--- config.mk ---
export PLATFORM = sky130hd
export DESIGN_NAME = pef_cell
export DESIGN_NICKNAME = d
export VERILOG_FILES = /design/src/pef_pkg.sv /design/src/pef_cell.sv
export SDC_FILE = /design/constraint.sdc
export NUM_CORES = 1
export LEC_CHECK = 0
export BUFFER_PORTS_ARGS = -buffer_cell sky130_fd_sc_hd__buf_2
export CAP_MARGIN = 30
export CORE_AREA = 4 4 185 187
export CTS_CLUSTER_DIAMETER = 120
export DETAILED_ROUTE_END_ITERATION = 8
export DIE_AREA = 0 0 189 191
export PLACE_DENSITY = 0.45
export SYNTH_ARGS = -nofsm -noshare
export SYNTH_HDL_FRONTEND = slang
export SYNTH_SLANG_ARGS = --single-unit
--- constraint.sdc ---
create_clock -name clk -period 9.83 [get_ports clk]
set_input_delay 0.983 -clock clk [delete_from_list [all_inputs] [get_ports clk]]
set_output_delay 0.983 -clock clk [all_outputs]
set_load 0.02 [all_outputs]
--- src/pef_pkg.sv ---
`timescale 1ns / 1ps
package pef_pkg;

  localparam logic [1:0] FN_CLEAR = 2'd0;
  localparam logic [1:0] FN_LOAD  = 2'd1;
  localparam logic [1:0] FN_TEST  = 2'd2;
  localparam logic [1:0] FN_SPARE = 2'd3;

  localparam logic [1:0] REG_USE_DERIVED = 2'd0;
  localparam logic [1:0] REG_FLAT_RADIUS = 2'd1;
  localparam logic [1:0] REG_RADIUS_MULT = 2'd2;

  localparam logic [15:0] MULT_RESET = 16'd256;
  localparam logic [55:0] R2_SAT     = {56{1'b1}};

  typedef struct packed {
    logic [1:0]         func;
    logic [15:0]        tag;
    logic signed [23:0] pos_x;
    logic signed [23:0] pos_y;
    logic signed [23:0] pos_z;
    logic [23:0]        extent_x;
    logic [23:0]        extent_y;
    logic [23:0]        extent_z;
    logic signed [15:0] scale_x;
    logic signed [15:0] scale_y;
    logic signed [15:0] scale_z;
  } in_t;

  typedef struct packed {
    logic [15:0]        out_tag;
    logic signed [23:0] out_x;
    logic signed [23:0] out_y;
    logic signed [23:0] out_z;
  } out_t;

  // one stored suppressor
  typedef struct packed {
    logic signed [23:0] x;
    logic signed [23:0] y;
    logic signed [23:0] z;
    logic [23:0]        ex;
    logic [23:0]        ey;
    logic [23:0]        ez;
    logic [15:0]        max_scale;
  } sup_t;

  // pipeline token: act marks a sweep step, ent a stored entry, last the final step
  typedef struct packed {
    logic act;
    logic ent;
    logic last;
  } tok_t;

endpackage

--- src/pef_cell.sv ---
`timescale 1ns / 1ps
module pef_cell (
  input  logic          clk,
  input  logic          shift_en,
  input  logic          load_en,
  input  pef_pkg::sup_t load_d,
  input  pef_pkg::sup_t nbr_d,
  output pef_pkg::sup_t q
);

  pef_pkg::sup_t data_r;

  always_ff @(posedge clk) begin
    if (load_en) begin
      data_r <= load_d;
    end else if (shift_en) begin
      data_r <= nbr_d;
    end
  end

  assign q = data_r;

endmodule

=== Word-level counts from Yosys, hierarchy flattened ===
Index checks and enable logic that the tools add are counted.

* Bits in writable memories: 0
* Output and inout bits: 160
* Memories: 0
* Bits in registers: 160
* Input bits: 323
* Logic and storage cells: 10
* Bits in latches: 0
* Memory bits (read-only): 0

* $lt $le $gt $ge: 0
* Multiply operators: 0
* Bitwise gates (word level): 0
* Shifts and indexed selects: 0
* Muxes and demuxes: 2
* Div/mod/pow operators: 0
* Eq/ne operators: 0
* Reduce and logical (&&, ||, !) cells: 1
* Add/subtract/negate cells: 0

{| class="wikitable"
|+ Operators by type and width
! operator !! number
|-
| 2-to-1 mux 160 bit || 2
|-
| nonzero test 2 bit || 1
|}

=== Depth between registers and ports, before layout ===
Gate-level depths: netlist of the first run.

* Word-level depth: 2
* Gate-level depth with buffers: 4
* Gate-level depth less buffers: 1

=== Least setup slack after synthesis of the first run ===
OpenSTA, ideal clock, no wires.

* Path type: input port to flip-flop
* From: input port load_en
* To: register data_r, in the netlist q[0], enable pin
* Stages on the path: 4
* Setup time: 0.531 ns
* Path buffers: 3
* Required time: 9.299 ns
* Path slack: 4.395 ns
* Arrival: 4.904 ns
* Cells stage by stage: buf_6 buf_6 buf_6 or2_1

* Longest elaborated chain between the ends: 1

{| class="wikitable"
|+ Ends and longest elaborated chain
! what !! line !! source
|-
| from (decl) || pef_cell.sv:5 || <nowiki>input logic load_en,</nowiki>
|-
| nonzero test 2 bit (no line) || - ||
|-
| to (signal assigned) || pef_cell.sv:15 || <nowiki>data_r <= load_d;</nowiki>
|-
| to (signal assigned) || pef_cell.sv:17 || <nowiki>data_r <= nbr_d;</nowiki>
|-
| to (decl) || pef_cell.sv:11 || <nowiki>pef_pkg::sup_t data_r;</nowiki>
|}

Every way passes these cells.
A chain may end at the register's enable or synchronous reset.

=== Worst setup path in the final report of the first run ===
* From: input port load_en
* To: register data_r, in the netlist q[25], data pin

* Longest elaborated chain between the ends: 1

{| class="wikitable"
|+ Ends and longest elaborated chain
! what !! line !! source
|-
| 2-to-1 mux 160 bit || pef_cell.sv:14 || <nowiki>if (load_en) begin</nowiki>
|}

Every way passes these cells.

==> qor.txt, run 1 <==
Top cell family by delay on the critical path: buffers and inverters
Die Y-Extent: 191 um
Vias in the first global route: 5119
Pleak: 4.89 nW
Slew Limit Headroom: 39.8%
CP cell instances: clkbuf_8, buf_4, mux2_2
Via density: 3.81
# nets final: 1152
WHS Path Cells: 2
Max clock buf depth: 2
M1 GR Usage: 12.3%
Port bufs: 482
Fill cells: 3311
Post-Synth Simple-Gate Area: 0.0880%
# IOs: 483
H-tree depth: 4
Setup TNS Final: 0 ps
Vias: 4894
Initial core utilization: 21.9%
Grt met3 use: 5.00%
Seq cells post-synth: 160
Max reg flops: 160
Slew Viols, Final: 0
Hold WC Path Type: primary input to flip-flop
Core area: 32500 um^2
Die ar.: 36100 um^2
Placed Area: 9980 um^2
CTS tree: built
Post-synthesis mux area share: 30.1%
Synth Instances: 339
Cell Area, Synth: 7110 um^2
WS Path Type: primary input to flip-flop
Hold slack: 858 ps
Commonest non-fill, non-tap cell in the layout: buf_2
Type of origin of the critical path: primary input
Share of the synthesized area in the top cell type: 67.6%
Leading area contributor after synthesis: edfxtp_1
Gr usage total: 11.6%
Num rows: 66
Hold-fix buffers, CTS: 0
Library cells used by synthesis: 6
WP data required: 10010 ps
Post-DP HPWL: 17800 um
Post-CTS Resized: 0
Final GP Congestion: 0.734
Post-route minimum period: 2460 ps
Max_cap viols: 0
Share of layout cells above drive strength 1: 80.9%
Met2 usage: 20.7%
Crit path capture type: flip-flop
DRT Pass-1 Iters: 4
PwrDens: 179 nW/um^2
Clk slew on worst S/H paths: 70 ps
DR WL/cell: 17.4 um
Layout Utilization: 32.8%
Worst path depth: 3
Compound-Gate Fraction of Synth Area: 0%
Clock root cell: clkbuf_16
Crit path DAT: 2640 ps
Grt total ovfl: 0
Post-Synth XOR/XNOR Area: 0%
Unrepaired setup endpoints after global routing: no
Drt drc: 0
Count of final setup violators: 0
DRT Wirelength: 22400 um
Total setup buffers inserted after CTS: 0
Final ANT Viol Nets: 0
Finished Cell Area: 10600 um^2
Antenna Cells: 0
First-pass GRT wire length: 31100 um
Antenna violations before repair: 0
Share of the yosys chip area belonging to registers: 67.6%
Max Clock Freq: 406 MHz
Main combinational cell family by area after synthesis: multiplexers
Final Hold Fails: 0
Die width: 189 um
Crit-path slowest cell: buf_4
Synth-to-Final Area Change: 49.8%
Largest stage delay on the critical path: 750 ps
Least-Margin Pin Slew: 904 ps
Most frequent cells in the layout: 481 x buf_2, 160 x edfxtp_1, 89 x mux2_4, 71 x mux2_2, 17 x clkbuf_16
Crit-path max FO: 55
Synth Area in Adders: 0%
Syn_nets: 662
Area contributors post-synth: edfxtp_1 68%, mux2_4 19%, mux2_2 11%, buf_6 1.7%, buf_2 0.49%
Yosys Warn Count: 0
Initial DRC Count: 102
Outcome: complete, no violations
Peak supply drop: 93.7 uV
Final Cycle Share: 25.1%
CTS Buf Count: 17
Clock Sinks: 160
Average size of a mapped cell: 21.0 um^2
GRT busiest layer: met2
CP bufs+invs: 2
Largest net degree at the start of global routing: 79
==> routing by layer <==
layer	part of all wire, %	wire length [um]	vias up
li1	-	-	2317
met1	37	8220	2283
met2	52	11500	281
met3	10	2270	13
met4	1.5	335	0
met5	0	0	-
==> final timing paths <==
| path | start | endpoint | slack (ps) |
|---|---|---|---|
| max | load_en | q[25] | 7370 |
| min | nbr_d[78] | q[78] | 860 |
==> final cells by class <==
type | instances | area (um^2) | share of cell area, %
clock buffers | 17 | 425 | 4.00
clock inverters | 15 | 183 | 1.72
multi-input cells | 161 | 2140 | 20.1
flip-flops and latches | 160 | 4800 | 45.1
well taps | 442 | 553 | 5.20
repair buffers | 489 | 2530 | 23.8
==> synth_stat cells <==
library cell / number
edfxtp_1: 160
mux2_2: 71
buf_6: 11
mux2_4: 89
or2_1: 1
buf_2: 7
==> through the flow <==
stage	cells	power, mW	setup slack (ps)
final	1284	1.91	7370
after global routing	1284	1.99	7290
after CTS	1282	1.94	7260
after detailed placement	1250	1.23	6790
after global placement	1249	1.23	6820
after floorplan	339	1.07	4390
==> cell families (layout without fill, tap and decap cells) <==
kind of cell | count (synthesis) | after routing
flops | 160 | 160
simple gates | 1 | 1
buf+inv | 18 | 521
mux | 160 | 160
==> power breakdown <==
| part | leakage [nW] | internal [mW] | switching, mW | total [mW] |
|---|---|---|---|---|
| logic | 2.97 | 0.161 | 0.197 | 0.358 |
| clock network | 0.288 | 0.403 | 0.290 | 0.693 |
| registers | 1.63 | 0.838 | 0.0180 | 0.856 |
Power figures use the tool's default switching activity.
==> inputs of run 2 (changes only) <==
Settings changed: CORE_AREA 4 4 185 187 to 4 4 186 188, DIE_AREA 0 0 189 191 to 0 0 190 192, PLACE_DENSITY 0.45 to 0.44.
Clock period 9.83 ns to 2.3 ns, I/O delays scaled along.
==> run 2 against run 1 <==
- global-route usage shrank 0.37 points
- die area increased by 1.1%
- first-iteration DRC count increased by 7.8%
- worst hold slack worse by 770 ps
- total power rose to 4.3 times the previous value
- critical path depth down 2
- clock power rose to 4.4 times the previous value
- count of clock-buffer cells in the layout up 2
- via count down 0.22%
- final cell count grew 1.0%
==> qor.txt, run 2 (same netlist as run 1, synthesis figures left out) <==
Final Cycle Share: 54.2%
Count of final setup violators: 0
Post-DP HPWL: 17200 um
Initial core utilization: 21.5%
WP data required: 2070 ps
WHS Path Cells: 2
Crit path DAT: 1020 ps
DR WL/cell: 16.8 um
DRT Pass-1 Iters: 4
DRT Wirelength: 21800 um
Crit-path slowest cell: edfxtp_1
Vias in the first global route: 5071
Switching power total: 2.12 mW
Flop pwr share: 44.5%
Synth-to-Final Area Change: 50.4%
Tot Pwr: 8.21 mW
CTS Buf Count: 17
WS Path Type: flip-flop to primary output
Sw frac: 25.8%
CTS tree: built
Vias: 4883
Gr usage total: 11.2%
Via density: 3.76
Type of origin of the critical path: flip-flop
Min-Delay Startpoint: load_d[128]
Max reg flops: 160
Antenna violations before repair: 4
Top cell family by delay on the critical path: flip-flops
CP cell instances: buf_2
H-tree depth: 4
Unrepaired setup endpoints after global routing: no
Placed Area: 10100 um^2
# nets final: 1156
Num rows: 67
Core area: 33100 um^2
Slew Limit Headroom: 70.6%
Largest net degree at the start of global routing: 61
Internal Power: 6.09 mW
Final ANT Viol Nets: 0
Max_cap viols: 0
# IOs: 483
Port bufs: 482
Max Clock Freq: 802 MHz
Dpl ws: 715 ps
Drt drc: 0
Pleak: 4.91 nW
Final Hold Fails: 0
WHS Endpoint: q[128]
M1 GR Usage: 11.6%
Most frequent cells in the layout: 481 x buf_2, 160 x edfxtp_1, 89 x mux2_4, 71 x mux2_2, 17 x clkbuf_16
Final GP Congestion: 0.700
Post-route minimum period: 1250 ps
Setup TNS Final: 0 ps
Outcome: complete, no violations
Grt total ovfl: 0
Hold-fix buffers, CTS: 0
Fill cells: 3352
Grt met3 use: 5.49%
Largest stage delay on the critical path: 400 ps
Die width: 190 um
Commonest non-fill, non-tap cell in the layout: buf_2
First-pass GRT wire length: 30100 um
Finished Cell Area: 10700 um^2
Die ar.: 36500 um^2
Total setup buffers inserted after CTS: 0
CP bufs+invs: 1
Crit-path max FO: 1
Initial DRC Count: 110
Least-Margin Pin Slew: 441 ps
Clock root cell: clkbuf_16
Post-CTS Resized: 0
Met2 usage: 20.1%
Clk pwr share: 37.1%
GRT busiest layer: met2
Combinational share of power: 18.4%
Die Y-Extent: 192 um
Hold WC Path Type: primary input to flip-flop
Slew Viols, Final: 0
Clock Sinks: 160
Peak supply drop: 472 uV
Max clock buf depth: 2
PwrDens: 768 nW/um^2
Clk slew on worst S/H paths: 70 ps
Final setup margin: 1050 ps
Crit path capture type: primary output
Share of layout cells above drive strength 1: 80.6%
==> run 2: changes by cell type in the layout (fill, tap and decap cells not counted) <==
cell | before | now
bufinv_16 | 3 | 4
clkinvlp_4 | 3 | 2
clkinv_4 | 3 | 0
diode_2 | 0 | 3
buf_16 | 3 | 0
clkbuf_1 | 0 | 2
clkinv_1 | 1 | 2
buf_4 | 4 | 7
buf_12 | 0 | 4
==> run 2: layer usage <==
metal | routed length, um | up-vias
met3 | 2290 | 14
met2 | 11500 | 269
met5 | 20 | -
met1 | 7770 | 2268
met4 | 244 | 2
li1 | - | 2330
==> run 2: worst max-delay path by stage <==
stage          depth (start not counted)  slack, ps  endpoint  startpoint
4_1_cts                                1        990     q[86]       q[86]
5_1_grt                                1        970    q[138]      q[138]
6_report                               1       1050    q[144]      q[144]
3_3_place_gp                           3        720    q[157]     load_en
3_5_place_dp                           3        720    q[145]     load_en
2_1_floorplan                          4         30      q[0]     load_en
==> run 2: stage by stage <==
| step | hold WS [ps] | cells | util (%) |
|---|---|---|---|
| 3_5_place_dp | 533 | 1262 | 30.4 |
| 5_1_grt | 41.7 | 1296 | 32.3 |
| 4_1_cts | 41.1 | 1294 | 32.3 |
| 2_1_floorplan | 447 | 339 | - |
| 6_report | 88.4 | 1297 | 32.3 |
| 3_3_place_gp | 530 | 1262 | 30.4 |
==> run 2: power groups by stage <==
stage / Sequential (mW) / Combinational, mW / Clock, mW
6_report: 3.66 / 1.51 / 3.05
5_1_grt: 3.69 / 1.61 / 3.28
4_1_cts: 3.66 / 1.54 / 3.18
3_5_place_dp: 3.72 / 1.54 / 0
3_3_place_gp: 3.72 / 1.55 / 0
2_1_floorplan: 4.16 / 0.418 / 0
==> run 2: area by class of cell <==
cell class / count / area (um^2) / share of cell area (%)
clock buffer: 19 / 433 / 4.05
timing repair buffer: 493 / 2550 / 23.9
antenna: 3 / 7.51 / 0.0702
tap: 448 / 561 / 5.25
multi-input combinational: 161 / 2140 / 20.1
clock inverter: 13 / 183 / 1.71
sequential: 160 / 4800 / 45.0
